$ cat src/design/first_fit_heap_allocator_unit_macros.svh
// Assertion macros for the first-fit heap allocator.
`ifndef FIRST_FIT_HEAP_ALLOCATOR_UNIT_MACROS_SVH
`define FIRST_FIT_HEAP_ALLOCATOR_UNIT_MACROS_SVH
`ifndef SYNTHESIS
`define FFH_ASSERT(label, clk, rst_n, prop, msg) \
  label: assert property (@(posedge clk) disable iff (!rst_n) prop) else $error(msg);
`define FFH_ASSERT_NR(label, clk, prop, msg) \
  label: assert property (@(posedge clk) prop) else $error(msg);
`else
`define FFH_ASSERT(label, clk, rst_n, prop, msg)
`define FFH_ASSERT_NR(label, clk, prop, msg)
`endif
`endif

$ cat src/design/ffha_pkg.sv
// Package with shared types and codes of the first-fit heap allocator.
`timescale 1ns / 1ps
package ffha_pkg;
  localparam logic [1:0] ST_OK = 2'd0;
  localparam logic [1:0] ST_NOFIT = 2'd1;
  localparam logic [1:0] ST_BADFREE = 2'd2;
  localparam logic OP_ALLOC = 1'b0;
  localparam logic OP_FREE = 1'b1;

  typedef enum logic [3:0] {
    S_IDLE, S_CLEAR, S_A_RD, S_A_CHK, S_A_SPLIT, S_A_LINK, S_A_FIX,
    S_F_RD, S_F_NEXT, S_F_NLINK, S_F_PREV, S_F_PLINK, S_F_FIX, S_DONE
  } state_t;
endpackage

$ cat src/design/ffha_table.sv
// Block table memory with one registered read port and one write port.
`timescale 1ns / 1ps
module ffha_table #(
  parameter int AW = 6,
  parameter int LW = 7
) (
  input  logic          clk,
  input  logic [AW-1:0] rd_addr,
  output logic          rd_start,
  output logic          rd_used,
  output logic [LW-1:0] rd_len,
  output logic [AW-1:0] rd_prev,
  input  logic          wr_en,
  input  logic [AW-1:0] wr_addr,
  input  logic          wr_start,
  input  logic          wr_used,
  input  logic [LW-1:0] wr_len,
  input  logic [AW-1:0] wr_prev
);
  localparam int DW = 2 + LW + AW;
  logic [DW-1:0] mem [2**AW];
  logic [DW-1:0] q_r;

  always_ff @(posedge clk) begin
    if (wr_en) begin
      mem[wr_addr] <= {wr_start, wr_used, wr_len, wr_prev};
    end
    q_r <= mem[rd_addr];
  end

  assign {rd_start, rd_used, rd_len, rd_prev} = q_r;
endmodule

$ cat src/design/first_fit_heap_allocator_unit.sv
// Top level of the first-fit heap allocator with its sequencer.
//
// The block keeps a heap as address-ordered blocks in a table with one entry
// per granule. An item on the in_ channel (in_valid/in_ready) either allocates
// request bytes or frees a payload offset; each item gives exactly one item on
// the out_ channel (out_valid/out_ready) with a status and a payload offset.
// One item is worked at a time by a sequencer around the table's ports.
// An allocate walks the block list, reading and checking each visited block
// (up to 64), until a free block that fits is found or the list ends. A valid
// free reads its block, then the next and previous blocks to merge free ones.
// in_ready returns in the same cycle that the result enters the output register.
// After reset the table is swept, one entry per cycle, over every entry while
// in_ready stays low.
// The result waits in an output register; while the receiver stalls, the next
// item can still be worked, and its result then waits in the sequencer until
// the output register is free.
// Reset is synchronous and active low.
`timescale 1ns / 1ps
`include "first_fit_heap_allocator_unit_macros.svh"
module first_fit_heap_allocator_unit #(
  parameter int HEAP_BYTES = 512,
  parameter int GRANULE_BYTES = 8,
  parameter int HEADER_GRANULES = 2
) (
  input  logic       clk,
  input  logic       rst_n,
  input  logic       in_valid,
  output logic       in_ready,
  input  logic       in_op,
  input  logic [9:0] in_request_bytes,
  input  logic [8:0] in_free_offset,
  output logic       out_valid,
  input  logic       out_ready,
  output logic [1:0] out_status,
  output logic [8:0] out_payload_offset
);
  import ffha_pkg::*;
  localparam int NG = HEAP_BYTES / GRANULE_BYTES;
  localparam int AW = (NG > 1) ? $clog2(NG) : 1;
  localparam int LW = $clog2(NG + 1);
  localparam int GW = LW + 2;
  localparam int GSH = $clog2(GRANULE_BYTES);

  state_t state_r, state_nxt;
  logic [GW-1:0] need_r, need_nxt;
  logic [GW-1:0] g_r, g_nxt;
  logic [GW-1:0] n_r, n_nxt;
  logic [LW-1:0] len_r, len_nxt;
  logic [AW-1:0] prev_r, prev_nxt;
  logic [AW-1:0] clr_r, clr_nxt;
  logic          out_valid_r, out_valid_nxt;
  logic [1:0]    status_r, status_nxt;
  logic [8:0]    pay_r, pay_nxt;
  logic          merged_r, merged_nxt;
  logic          fused_r, fused_nxt;
  logic [LW-1:0] flen_r, flen_nxt;
  logic [1:0]    out_status_r, out_status_nxt;
  logic [8:0]    out_pay_r, out_pay_nxt;

  logic          rd_start, rd_used;
  logic [LW-1:0] rd_len;
  logic [AW-1:0] rd_prev;
  logic [AW-1:0] rd_addr;
  logic          wr_en, wr_start, wr_used;
  logic [AW-1:0] wr_addr, wr_prev;
  logic [LW-1:0] wr_len;

  logic [GW-1:0] gran_w, off_g_w, sum_w;
  logic          accept_w, nmerge_w, pmerge_w, emit_w;

  ffha_table #(.AW(AW), .LW(LW)) u_table (
    .clk, .rd_addr, .rd_start, .rd_used, .rd_len, .rd_prev,
    .wr_en, .wr_addr, .wr_start, .wr_used, .wr_len, .wr_prev
  );

  assign accept_w = in_valid && in_ready;
  assign in_ready = (state_r == S_IDLE);
  assign gran_w = GW'((in_request_bytes + 11'(GRANULE_BYTES - 1)) >> GSH);
  assign off_g_w = GW'(in_free_offset >> GSH);
  assign sum_w = g_r + GW'(len_r);
  assign nmerge_w = (n_r < GW'(NG)) && rd_start && !rd_used;
  assign pmerge_w = (g_r != '0) && rd_start && !rd_used;
  assign emit_w = !out_valid_r || out_ready;

  always_ff @(posedge clk) begin
    if (!rst_n) begin
      state_r <= S_CLEAR;
      out_valid_r <= 1'b0;
      clr_r <= '0;
    end else begin
      state_r <= state_nxt;
      out_valid_r <= out_valid_nxt;
      clr_r <= clr_nxt;
    end
    need_r <= need_nxt;
    g_r <= g_nxt;
    n_r <= n_nxt;
    len_r <= len_nxt;
    prev_r <= prev_nxt;
    status_r <= status_nxt;
    pay_r <= pay_nxt;
    merged_r <= merged_nxt;
    fused_r <= fused_nxt;
    flen_r <= flen_nxt;
    out_status_r <= out_status_nxt;
    out_pay_r <= out_pay_nxt;
  end

  always_comb begin
    state_nxt = state_r;
    unique case (state_r)
      S_CLEAR: if (clr_r == AW'(NG - 1)) state_nxt = S_IDLE;
      S_IDLE: begin
        if (accept_w) begin
          if (in_op == OP_ALLOC) begin
            state_nxt = S_A_RD;
          end else if ((in_free_offset & 9'(GRANULE_BYTES - 1)) != 0 ||
                       off_g_w < GW'(HEADER_GRANULES) ||
                       off_g_w - GW'(HEADER_GRANULES) >= GW'(NG)) begin
            state_nxt = S_DONE;
          end else begin
            state_nxt = S_F_RD;
          end
        end
      end
      S_A_RD: state_nxt = S_A_CHK;
      S_A_CHK: begin
        if (rd_len == 0) state_nxt = S_DONE;
        else if (!rd_used && GW'(rd_len) >= need_r) state_nxt = S_A_SPLIT;
        else if (g_r + GW'(rd_len) >= GW'(NG)) state_nxt = S_DONE;
        else state_nxt = S_A_RD;
      end
      S_A_SPLIT: begin
        if (GW'(len_r) == need_r) state_nxt = S_DONE;
        else state_nxt = S_A_LINK;
      end
      S_A_LINK: begin
        if (sum_w < GW'(NG) && rd_start) state_nxt = S_A_FIX;
        else state_nxt = S_DONE;
      end
      S_A_FIX: state_nxt = S_DONE;
      S_F_RD: state_nxt = S_F_NEXT;
      S_F_NEXT: begin
        if (!rd_start || !rd_used) state_nxt = S_DONE;
        else state_nxt = S_F_NLINK;
      end
      S_F_NLINK: state_nxt = S_F_PREV;
      S_F_PREV: state_nxt = S_F_PLINK;
      S_F_PLINK: begin
        if (merged_r && sum_w < GW'(NG) && rd_start) state_nxt = S_F_FIX;
        else state_nxt = S_DONE;
      end
      S_F_FIX: state_nxt = S_DONE;
      S_DONE: if (emit_w) state_nxt = S_IDLE;
      default: state_nxt = S_IDLE;
    endcase
  end

  always_comb begin
    need_nxt = need_r;
    g_nxt = g_r;
    n_nxt = n_r;
    len_nxt = len_r;
    prev_nxt = prev_r;
    clr_nxt = clr_r;
    status_nxt = status_r;
    pay_nxt = pay_r;
    merged_nxt = merged_r;
    fused_nxt = fused_r;
    flen_nxt = flen_r;
    out_status_nxt = out_status_r;
    out_pay_nxt = out_pay_r;
    out_valid_nxt = out_valid_r;
    rd_addr = AW'(g_r);
    wr_en = 1'b0;
    wr_addr = AW'(g_r);
    wr_start = 1'b0;
    wr_used = 1'b0;
    wr_len = '0;
    wr_prev = '0;
    if (out_valid_r && out_ready) out_valid_nxt = 1'b0;
    unique case (state_r)
      S_CLEAR: begin
        wr_en = 1'b1;
        wr_addr = clr_r;
        wr_start = (clr_r == '0);
        wr_len = (clr_r == '0) ? LW'(NG) : '0;
        clr_nxt = clr_r + 1'b1;
      end
      S_IDLE: begin
        if (accept_w) begin
          g_nxt = '0;
          pay_nxt = '0;
          merged_nxt = 1'b0;
          need_nxt = ((gran_w == 0) ? GW'(1) : gran_w) + GW'(HEADER_GRANULES);
          if (in_op == OP_ALLOC) begin
            status_nxt = ST_NOFIT;
          end else begin
            status_nxt = ST_BADFREE;
            g_nxt = off_g_w - GW'(HEADER_GRANULES);
          end
        end
      end
      S_A_RD: ;
      S_A_CHK: begin
        len_nxt = rd_len;
        prev_nxt = rd_prev;
        if (!(rd_len == 0) && !(!rd_used && GW'(rd_len) >= need_r)) begin
          g_nxt = g_r + GW'(rd_len);
        end
      end
      S_A_SPLIT: begin
        wr_en = 1'b1;
        wr_start = 1'b1;
        wr_used = 1'b1;
        wr_len = LW'(need_r);
        wr_prev = prev_r;
        status_nxt = ST_OK;
        pay_nxt = 9'((g_r + GW'(HEADER_GRANULES)) << GSH);
        n_nxt = g_r + need_r;
        rd_addr = AW'(sum_w);
      end
      S_A_LINK: begin
        wr_en = 1'b1;
        wr_addr = AW'(n_r);
        wr_start = 1'b1;
        wr_len = len_r - LW'(need_r);
        wr_prev = AW'(g_r);
        fused_nxt = rd_used;
        flen_nxt = rd_len;
      end
      S_A_FIX: begin
        wr_en = 1'b1;
        wr_addr = AW'(sum_w);
        wr_start = 1'b1;
        wr_used = fused_r;
        wr_len = flen_r;
        wr_prev = AW'(n_r);
      end
      S_F_RD: ;
      S_F_NEXT: begin
        len_nxt = rd_len;
        prev_nxt = rd_prev;
        n_nxt = g_r + GW'(rd_len);
        rd_addr = AW'(g_r + GW'(rd_len));
        if (rd_start && rd_used) status_nxt = ST_OK;
      end
      S_F_NLINK: begin
        if (nmerge_w) begin
          len_nxt = len_r + rd_len;
          merged_nxt = 1'b1;
          wr_en = 1'b1;
          wr_addr = AW'(n_r);
          wr_start = 1'b0;
          wr_used = rd_used;
          wr_len = rd_len;
          wr_prev = rd_prev;
        end
        rd_addr = prev_r;
      end
      S_F_PREV: begin
        rd_addr = AW'(sum_w);
        if (pmerge_w) begin
          wr_en = 1'b1;
          wr_addr = AW'(g_r);
          wr_start = 1'b0;
          wr_len = len_r;
          wr_prev = prev_r;
          merged_nxt = 1'b1;
          g_nxt = GW'(prev_r);
          len_nxt = rd_len + len_r;
          prev_nxt = rd_prev;
        end
      end
      S_F_PLINK: begin
        wr_en = 1'b1;
        wr_addr = AW'(g_r);
        wr_start = 1'b1;
        wr_used = 1'b0;
        wr_len = len_r;
        wr_prev = prev_r;
        fused_nxt = rd_used;
        flen_nxt = rd_len;
        n_nxt = sum_w;
      end
      S_F_FIX: begin
        wr_en = 1'b1;
        wr_addr = AW'(n_r);
        wr_start = 1'b1;
        wr_used = fused_r;
        wr_len = flen_r;
        wr_prev = AW'(g_r);
      end
      S_DONE: begin
        if (emit_w) begin
          out_valid_nxt = 1'b1;
          out_status_nxt = status_r;
          out_pay_nxt = pay_r;
        end
      end
      default: ;
    endcase
  end

  assign out_valid = out_valid_r;
  assign out_status = out_status_r;
  assign out_payload_offset = out_pay_r;

  `FFH_ASSERT(a_ready_idle, clk, rst_n, in_ready |-> state_r == S_IDLE, "ready outside idle")
  `FFH_ASSERT(a_one_result, clk, rst_n, accept_w |=> !in_ready, "second item taken")
  `FFH_ASSERT(a_ok_pay, clk, rst_n, (out_valid && out_status != ST_OK) |-> out_payload_offset == 0, "offset")
  `FFH_ASSERT(a_status, clk, rst_n, out_valid |-> out_status != 2'd3, "bad status code")
  `FFH_ASSERT_NR(a_rst_ready, clk, !rst_n |=> !in_ready, "ready right after reset")
endmodule

$ cat config.mk
export PLATFORM = sky130hd
export DESIGN_NAME = first_fit_heap_allocator_unit
export DESIGN_NICKNAME = d
export VERILOG_FILES = /design/src/design/ffha_pkg.sv /design/src/design/ffha_table.sv /design/src/design/first_fit_heap_allocator_unit.sv
export VERILOG_INCLUDE_DIRS = /design/src /design/src/design
export SDC_FILE = /design/constraint.sdc
export NUM_CORES = 2
export LEC_CHECK = 0
export ABC_CLOCK_PERIOD_IN_PS = 5550
export BUFFER_PORTS_ARGS = -buffer_cell sky130_fd_sc_hd__clkbuf_2
export CORE_MARGIN = 2
export CORE_UTILIZATION = 25
export DETAILED_ROUTE_END_ITERATION = 8
export PLACE_DENSITY_LB_ADDON = 0.15
export SETUP_SLACK_MARGIN = 0.1
export SYNTH_ARGS = -nofsm -noshare
export SYNTH_HDL_FRONTEND = slang
export SYNTH_SLANG_ARGS = --single-unit
$ cat constraint.sdc
create_clock -name clk -period 5.55 [get_ports clk]
set_input_delay 1.11 -clock clk [delete_from_list [all_inputs] [get_ports clk]]
set_output_delay 1.11 -clock clk [all_outputs]
set_load 0.01 [all_outputs]
==> flow_summary.ini <==
[status]
outcome = complete, but fails checks
violations = DRC

[job]
drv_cap = 0

[timing]
drv_slew = 0
period_share_pct = 86.0
skew_ns = 0.0794
finalHoldViolCount = 0
clock.fmax_mhz = 210
final.min_clock_period_ns = 4.77
setup_violations = 0
fin_setup_tns_ns = 0
max_slew_margin_pct = 21.0
rsz0062_at_grt = no
worstMarginPinSlew_ns = 1.18

[cts]
cts_max_level = 3
cts_tree = yes
holdBufCountCts = 0
cts.sinks = 1051
ctsResizeCount = 0
clockBufferDepth = 3
clock_latency_ns = 0.78
cts_setup_buffers = 0
cts.clk_slew.worst_paths_ns = 0.06
cts_made_buffers = 117
clock_tree.root_cell = clkbuf_16

[global_route]
met1_usage_pct = 21.7
first_global_vias = 25600
grt_overflow = 0
grt_antenna_before_repair = 2
grt.total_usage_pct = 15.1
busiest_layer = met2
grt_pass1_wl_um = 195000
grt_use_met3_pct = 2.33
grt_max_degree = 69
use_met2_pct = 23.6

[power]
ir_drop_v = 0.000245
p_leak_nw = 17.2
p_per_area_mw_per_mm2 = 327

[detailed_routing]
routedWlPerCell_um = 26.1
via_per_inst = 4.84
drt.antenna.violating_nets = 0
first_iter_violations = 2332
dr.pass1.iters = 9
num_vias = 25400
drc = 2
wl_um = 137000

[synthesis]
ys_ff_latch = 1051
synth_area_mm2 = 0.0438
syn_inst = 2661
syn_avg_cell_area_um2 = 16.5
ys.flop_type = edfxtp_1
synth-edff-count = 1025
ys_seq_area_share_pct = 71.4
synthArstFlopShare_pct = 0
yosysWarnings = 0
ys_types = 70

[setup_path]
r2r_slack_ns = 0.78
crit_type = reg2reg
crit_arrival_ns = 5.38
worstPathMaxFanout = 42
crit_path_start_kind = flip-flop
end_kind = flip-flop
reg2reg_depth = 10
cp.required_ns = 6.16

[placed_design]
placed_area_mm2 = 0.0477
gp_congestion = 0.863
dp_hpwl_um = 84600
io_buffers = 33

[layout]
syn_to_final_growth_pct = 18.0
fillers = 17000
drive_gt1_share_pct = 20.6
fin_nets = 2898
final_area_mm2 = 0.0517
multi_input_area_mm2 = 0.0118
regArea_mm2 = 0.0313

[floorplan]
design.core.area_mm2 = 0.174
die_area_mm2 = 0.179
floorplan.initialDensity_pct = 25.2
die_y_um = 423
fp.dieW_um = 423
io_pins = 37
rows = 153

[worst_hold_path]
hold_class = reg2reg
worstHoldPathCells = 0
==> critical path: stages (launching register included) <==
cell and delay, ns:
dfxtp_1 0.48, ha_1 0.32, fa_1 0.56, mux2i_1 0.09
a22oi_1 0.41, o221a_4 0.55, buf_4 0.61, mux4_2 0.46
a22o_1 0.22, nor3_1 0.73, o31ai_1 0.13
==> per-stage QoR <==
step                power [mW]  util [%]  setup WS, ns  instances  hold WS, ns
floorplan                 8.94         -          1.33       2664        0.400
global placement          9.07      27.4         0.701       5029        0.405
detailed placement        9.08      27.4         0.756       5029        0.413
CTS                       17.2      29.7         0.727       5242        0.414
global route              17.5      29.7         0.593       5242        0.414
finish                    16.9      29.7         0.778       5247        0.408
==> report_power, final <==
group	leakage [nW]	switching [mW]	internal [mW]
registers	9.71	0.0141	8.67
logic	5.53	0.171	0.0509
clock network	1.92	3.33	4.71
total	17.2	3.51	13.4
==> sequential cells by signal, summed over array words and instances, names as in the netlist, 4 cells and up <==
| register | cells |
|---|---|
| u_table.mem | 960 |
| u_table.q_r | 15 |
| g_r | 9 |
| n_r | 9 |
| need_r | 9 |
| flen_r | 7 |
| len_r | 7 |
| clr_r | 6 |
| out_payload_offset | 6 |
| pay_r | 6 |
| prev_r | 6 |
| state_r | 4 |
==> cell usage after synthesis (all sizes together) (6+ instances only) <==
| cell | count | area (um^2) |
|---|---|---|
| o211ai | 36 | 270 |
| nand2b | 8 | 50.1 |
| nor2b | 11 | 68.8 |
| nor4 | 7 | 43.8 |
| dfxtp | 26 | 521 |
| nand2 | 297 | 1120 |
| xnor2 | 34 | 298 |
| nand4 | 21 | 131 |
| a21o | 19 | 143 |
| inv | 44 | 165 |
| o221ai | 9 | 78.8 |
| clkbuf | 86 | 324 |
| a22oi | 74 | 556 |
| mux4 | 194 | 4370 |
| and4 | 15 | 131 |
| o21ai | 52 | 260 |
| and2 | 9 | 56.3 |
| a22o | 37 | 324 |
| buf | 70 | 424 |
| a222oi | 11 | 110 |
| nor3 | 29 | 145 |
| ha | 46 | 576 |
| edfxtp | 1025 | 30800 |
| a21oi | 134 | 674 |
| o31ai | 46 | 345 |
| a211oi | 11 | 82.6 |
| a31oi | 6 | 37.5 |
| a221o | 8 | 80.1 |
| nand3 | 92 | 460 |
| xor2 | 13 | 114 |
| nor2 | 120 | 450 |
==> worst paths after layout <==
path | from | end
max | u_table.q_r[6]$_DFF_P_ | u_table.q_r[11]$_DFF_P_
min | status_r[0]$_SDFFCE_PP0P_ | out_status[0]$_DFFE_PP_
min reg2reg | status_r[0]$_SDFFCE_PP0P_ | out_status[0]$_DFFE_PP_
max reg2reg | u_table.q_r[6]$_DFF_P_ | u_table.q_r[11]$_DFF_P_
==> metal layers <==
| metal | vias up | share of wire (%) |
|---|---|---|
| met5 | - | 0 |
| met3 | 178 | 5.2 |
| met4 | 0 | 2.4 |
| met2 | 794 | 46 |
| met1 | 13400 | 46 |
| li1 | 11000 | - |
==> placed cells by master, fill, tap and decap left out, types with 38 or more instances in the layout <==
cell,synthesis,routed
inv_1,44,38
edfxtp_1,1025,1025
nand2_1,296,295
a22oi_1,74,74
o31ai_1,46,46
nor2_1,120,118
clkbuf_16,0,117
ha_1,46,46
o21ai_0,52,52
mux4_2,194,194
nand3_1,92,89
a21oi_1,133,133
buf_4,13,148
==> cell type report <==
type / instances / area share, %
well taps: 2325 / 5.62
flip-flops and latches: 1051 / 60.5
clock inverters: 86 / 1.98
inverters: 45 / 0.326
diodes: 5 / 0.0242
multi-input cells: 1412 / 22.8
repair buffers: 196 / 3.05
clock buffers: 127 / 5.73
==> logic make-up (layout without fill, tap and decap cells) <==
family	after synthesis	after routing	synth area share, %
XOR/XNOR	47	47	0.939
other	1	9	0.00855
multiplexers	199	199	10.1
adder cells (fa/ha/maj)	52	52	1.56
AO/OA/AOI/OAI	473	473	7.35
buffers and inverters	201	454	2.09
flip-flops	1051	1051	71.4
AND/OR/NAND/NOR	637	637	6.57
(Power assumes the default switching activity.)
